### src/hw/rtl/vca_pkg.sv
// Package for the voice channel allocator: shared types and fixed constants.
// No dependencies; imported by every module of the block.
`default_nettype none

package vca_pkg;

  localparam int CHAN_W  = 7;   // channel number width
  localparam int SLOT_W  = 4;   // slot index within a row (row stride of 16)
  localparam int ROW_W   = 3;   // instrument / row index width
  localparam int NUM_ROWS = 8;  // rows addressable by the instrument field
  localparam int MAP_W   = 8;   // note map entry width
  localparam int NOTE_W  = 7;

  localparam logic [MAP_W-1:0] FAIL_MARK = 8'hFF;

  typedef enum logic {
    OP_PLAY = 1'b0,
    OP_STOP = 1'b1
  } op_t;

  typedef struct packed {
    logic [CHAN_W-1:0] channel;
    logic              ok;
  } res_t;

endpackage

`default_nettype wire

### src/hw/rtl/vca_busy.sv
// Busy-bit rows, first-free slot search and result/map-update decode for one item.
// Depends on vca_pkg for op codes, result struct and constants.
`default_nettype none

module vca_busy #(
  parameter int SLOTS = 16
) (
  input  wire logic                         clk,
  input  wire logic                         rst_n,
  input  wire logic                         commit,
  input  wire vca_pkg::op_t                 op,
  input  wire logic [vca_pkg::ROW_W-1:0]    instrument,
  input  wire logic                         item_ok,
  input  wire logic [vca_pkg::MAP_W-1:0]    entry,
  output vca_pkg::res_t                     res,
  output logic                              map_we,
  output logic      [vca_pkg::MAP_W-1:0]    map_wdata
);
  import vca_pkg::*;

  logic [SLOTS-1:0]  busy_r [NUM_ROWS];
  logic [ROW_W-1:0]  row_sel;
  logic [SLOTS-1:0]  row;
  logic [SLOTS-1:0]  row_nxt;
  logic [SLOTS-1:0]  set_mask;
  logic [SLOTS-1:0]  clr_mask;
  logic [SLOT_W-1:0] slot;
  logic              found;
  logic              row_we;

  // Stop works on the row recorded in the map entry, play on its own row.
  assign row_sel = (op == OP_STOP) ? entry[CHAN_W-1:SLOT_W] : instrument;
  assign row     = busy_r[row_sel];

  always_comb begin
    found = 1'b0;
    slot  = '0;
    for (int s = SLOTS - 1; s >= 0; s--) begin
      if (!row[s]) begin
        found = 1'b1;
        slot  = SLOT_W'(s);
      end
    end
    for (int s = 0; s < SLOTS; s++) begin
      set_mask[s] = (slot == SLOT_W'(s));
      clr_mask[s] = (entry[SLOT_W-1:0] == SLOT_W'(s));
    end
  end

  always_comb begin
    res       = '0;
    map_we    = 1'b0;
    map_wdata = '0;
    row_we    = 1'b0;
    row_nxt   = row;
    if (item_ok) begin
      unique case (op)
        OP_PLAY: begin
          map_we = commit;
          if (found) begin
            row_nxt     = row | set_mask;
            row_we      = 1'b1;
            res.channel = {instrument, slot};
            res.ok      = 1'b1;
            map_wdata   = {1'b0, instrument, slot};
          end else begin
            map_wdata = FAIL_MARK;
          end
        end
        OP_STOP: begin
          if (entry != FAIL_MARK) begin
            row_nxt     = row & ~clr_mask;
            row_we      = 1'b1;
            res.channel = entry[CHAN_W-1:0];
            res.ok      = 1'b1;
          end
        end
        default: ;
      endcase
    end
  end

  always_ff @(posedge clk) begin
    if (!rst_n) begin
      for (int r = 0; r < NUM_ROWS; r++) begin
        busy_r[r] <= '0;
      end
    end else if (commit && row_we) begin
      busy_r[row_sel] <= row_nxt;
    end
  end

endmodule

`default_nettype wire

### config.mk
export PLATFORM = sky130hd
export DESIGN_NAME = vca_busy
export DESIGN_NICKNAME = d
export VERILOG_FILES = /design/src/hw/rtl/vca_pkg.sv /design/src/hw/rtl/vca_busy.sv
export SDC_FILE = /design/constraint.sdc
export NUM_CORES = 1
export LEC_CHECK = 0
export BUFFER_PORTS_ARGS = -buffer_cell sky130_fd_sc_hd__buf_2
export CORE_UTILIZATION = 50
export DETAILED_ROUTE_END_ITERATION = 6
export PLACE_DENSITY = 0.7
export SYNTH_ARGS = -nofsm -noshare
export SYNTH_HDL_FRONTEND = slang
export SYNTH_SLANG_ARGS = --single-unit
### constraint.sdc
create_clock -name clk -period 9.7 [get_ports clk]
set_clock_uncertainty 0.05 [all_clocks]
set_input_delay 0.97 -clock clk [delete_from_list [all_inputs] [get_ports clk]]
set_output_delay 0.97 -clock clk [all_outputs]
set_load 0.005 [all_outputs]
==> results.yml <==
min_path:
  holdCritStartpoint: "busy_r[1][5]"
  min_path_type: "reg -> reg"
  min_path_cells: 5
  hold-path-endpoint: "busy_r[0][5]"
finish:
  largest_reg_flops: 128
  nets: 634
  reg_top3: "busy_r (128)"
  regMostFlops: "busy_r"
  area_growth_pct: 10.3
  fin_cells: 803
  antennaDiodeCount: 0
  fillCellCount: 1114
  drive_gt1_share_pct: 18.3
cts:
  ctsHoldBuffers: 0
  clkSinkCount: 128
  cts_setup_buffers: 0
  insertion_delay_ns: 0.42
  h-tree-depth: 4
  root_buffer: "clkbuf_16"
  ctsLongestPathBuffers: 2
  cts_resized: 0
  clk_pin_slew_ns: 0.05
  cts_tree: "built"
  cts_made_buffers: 17
grt:
  grt_pass1_vias: 5144
  grtUsageTotal_pct: 31.4
  grt_pass1_wl_um: 31600
  antenna_found_initial: 0
  gr-total-overflow: 0
  grt_max_degree: 36
drt:
  vias: 5260
  remaining_drc_errors: 0
  drtIter0Drc: 608
  dr.pass1.iters: 5
  finalWirelength_um: 21000
  wl_per_cell_um: 26.1
  viasPerCell: 6.55
  ant_nets: 0
timing:
  max-slew-margin-rel_pct: 16.7
  setup_viol: 0
  finalMaxSlewViolations: 0
  min_period_over_period_pct: 60.5
  rsz0062_at_grt: "false"
  holdWs_ns: 1.13
  timing_worst_slew_pin_value_ns: 1.24
  fin_ws_ns: 3.83
  hold_violations: 0
  fmax_mhz: 170
  tns_ns: 0
  period_needed_ns: 5.87
critical_path:
  crit_path_end_kind: "register"
  r2r.worst_path.cells: 9
  r2r_setup_slack_ns: 5.10
  cp_slowest_stage_delay_ns: 0.93
  crit_type: "in -> reg"
  worst_setup_path_start_kind: "input pin"
  crit_slowest_cell: "nand2_1"
  crit_chain: "buf_2 -> and3b_1 -> or2_0 -> a221o_1 -> a222oi_1 -> nor3_2 -> nand4_4 -> o211a_4 -> nand3_2 -> nand2_1"
  critPathBufInv: 1
  worst_ep_required_time_ns: 9.69
  cp_max_fo: 35
  crit_family: "simple AND/OR/NAND/NOR gates"
  timing.rr.start: "busy_r[1][7]"
  r2r_end: "busy_r[5][0]"
  crit_start: "op"
  cp.arrival_ns: 5.86
synthesis:
  yosysSeqAreaShare_pct: 56.1
  synthDistinctLibCells: 82
  synth.net_count: 612
  syn_area_mm2: 0.00685
  synth_area_per_cell_um2: 11.5
  synth_edf_count: 128
  synth_flop_cell: "edfxtp_1"
  yosys_register_bits: 128
  async_reset_ff_share_pct: 0
  yosysWarnings: 0
  synthCells: 596
power_and_ir_drop:
  power.switching_uw: 385
  sw_frac_of_total_pct: 26.7
  power_uw: 1440
  peakVddDrop_uv: 155
  pwr-share-clk_pct: 40.9
  seqPwrFrac_pct: 44.5
  p_int_uw: 1060
  p_per_area_mw_per_mm2: 191
  p_comb_share_pct: 14.6
  cellLeakagePower_uw: 0.00269
placement:
  place_inst: 775
  portBuffers: 32
  gp_congestion: 0.989
  dp_slack_ns: 3.58
  dp_hpwl_um: 14500
floorplan:
  io_pins: 33
  die_x_um: 119
  core_area_mm2: 0.0133
  die_y_um: 119
  die-area_mm2: 0.0142
  initial_core_util_pct: 51.5
  row_count: 42
run:
  maxCapViolCount: 0
run_status:
  status: "completed"
[worst max path at each step]
stage	cells past startpoint	slack (ns)	endpoint
after floorplan	12	5.13	res[6]
after global placement	10	3.55	busy_r[5][0]
after detailed placement	10	3.58	busy_r[5][0]
after CTS	10	3.94	res[1]
after global routing	10	3.64	busy_r[5][0]
final	10	3.83	busy_r[5][0]
[worst min-delay path: stages (launching register included)]
cell and delay [ns]:
edfxtp_1 0.33, a32o_1 0.19, a211oi_2 0.10, a21oi_1 0.16
a31oi_2 0.16, nor2_2 0.11
[per-stage QoR]
stage          area, um^2  util (%)
2_1_floorplan        6850         -
3_3_place_gp         7020      52.8
3_5_place_dp         7020      52.8
4_1_cts              7550      56.8
5_1_grt              7550      56.8
6_report             7550      56.8
[cell usage after synthesis, drive strengths merged (5+ instances only)]
| library cell | number | share of area, % |
|---|---|---|
| nor2 | 162 | 9.0 |
| edfxtp | 128 | 56 |
| nand2 | 35 | 1.9 |
| a21oi | 32 | 2.4 |
| buf | 26 | 2.9 |
| nand3 | 26 | 3.0 |
| mux2 | 17 | 2.9 |
| mux2i | 13 | 2.0 |
| o21ai | 10 | 0.73 |
| a221o | 8 | 1.2 |
| a31oi | 7 | 0.91 |
| inv | 7 | 0.38 |
| nor3 | 7 | 0.66 |
| and2 | 6 | 0.55 |
| mux4 | 6 | 2.0 |
| nand2b | 6 | 0.55 |
| nand4 | 6 | 0.77 |
| or2 | 6 | 0.55 |
| a22o | 5 | 0.64 |
| a22oi | 5 | 0.62 |
| clkbuf | 5 | 0.29 |
[power groups by stage]
| stage | sequential [uW] | combinational (uW) | clock (uW) |
|---|---|---|---|
| 5_1_grt | 643 | 220 | 613 |
| 3_3_place_gp | 652 | 204 | 0 |
| 3_5_place_dp | 652 | 203 | 0 |
| 2_1_floorplan | 646 | 136 | 0 |
| 6_report | 641 | 211 | 589 |
| 4_1_cts | 641 | 204 | 590 |
[kinds of logic (layout without fill, tap and decap cells)]
| family | after synthesis | after routing | synth area share [%] |
|---|---|---|---|
| AND/OR/NAND/NOR | 279 | 279 | 20.1 |
| multiplexers | 36 | 36 | 6.83 |
| buffers and inverters | 38 | 69 | 3.60 |
| AO/OA/AOI/OAI | 115 | 115 | 13.4 |
| flip-flops | 128 | 128 | 56.1 |
[routing by layer]
metal | wire length, um | track usage, % | vias up
li1 | - | - | 2288
met1 | 8200 | 41.1 | 2572
met2 | 9270 | 45.2 | 331
met3 | 2220 | 8.91 | 69
met4 | 1280 | 21.4 | 0
met5 | 0 | 0 | -
[layout by cell type (no fill, tap or decap), types with 3 or more instances in the layout]
cell type	count
mux2i_1	11
o21ai_0	10
buf_2	32
a32o_1	3
a221oi_1	3
o211ai_1	4
a31oi_1	4
inv_1	7
clkbuf_16	17
nand2b_1	6
nor2_1	158
clkinv_2	5
or3_1	3
a221o_1	8
or2_1	3
a21oi_1	30
a31o_2	3
a21boi_0	3
edfxtp_1	128
a32oi_1	4
mux2_2	14
and2_1	6
mux4_2	6
a22o_1	5
and3b_1	3
nor2b_1	3
nand2_1	35
a22oi_1	4
nor2_2	4
nand4_1	5
nand3_2	3
nor3_1	5
nand3_4	5
nand3_1	18
and3_1	4
a31oi_2	3
[final cells by class]
| cell class | instances | area, um^2 | area share (%) |
|---|---|---|---|
| clock buffer | 19 | 433 | 5.73 |
| clock inverter | 9 | 96.3 | 1.28 |
| inverter | 7 | 26.3 | 0.348 |
| multi-input combinational | 430 | 2760 | 36.5 |
| sequential | 128 | 3840 | 50.9 |
| tap | 176 | 220 | 2.92 |
| timing repair buffer | 34 | 175 | 2.32 |
Note: power is estimated with default switching activity, not from simulation.
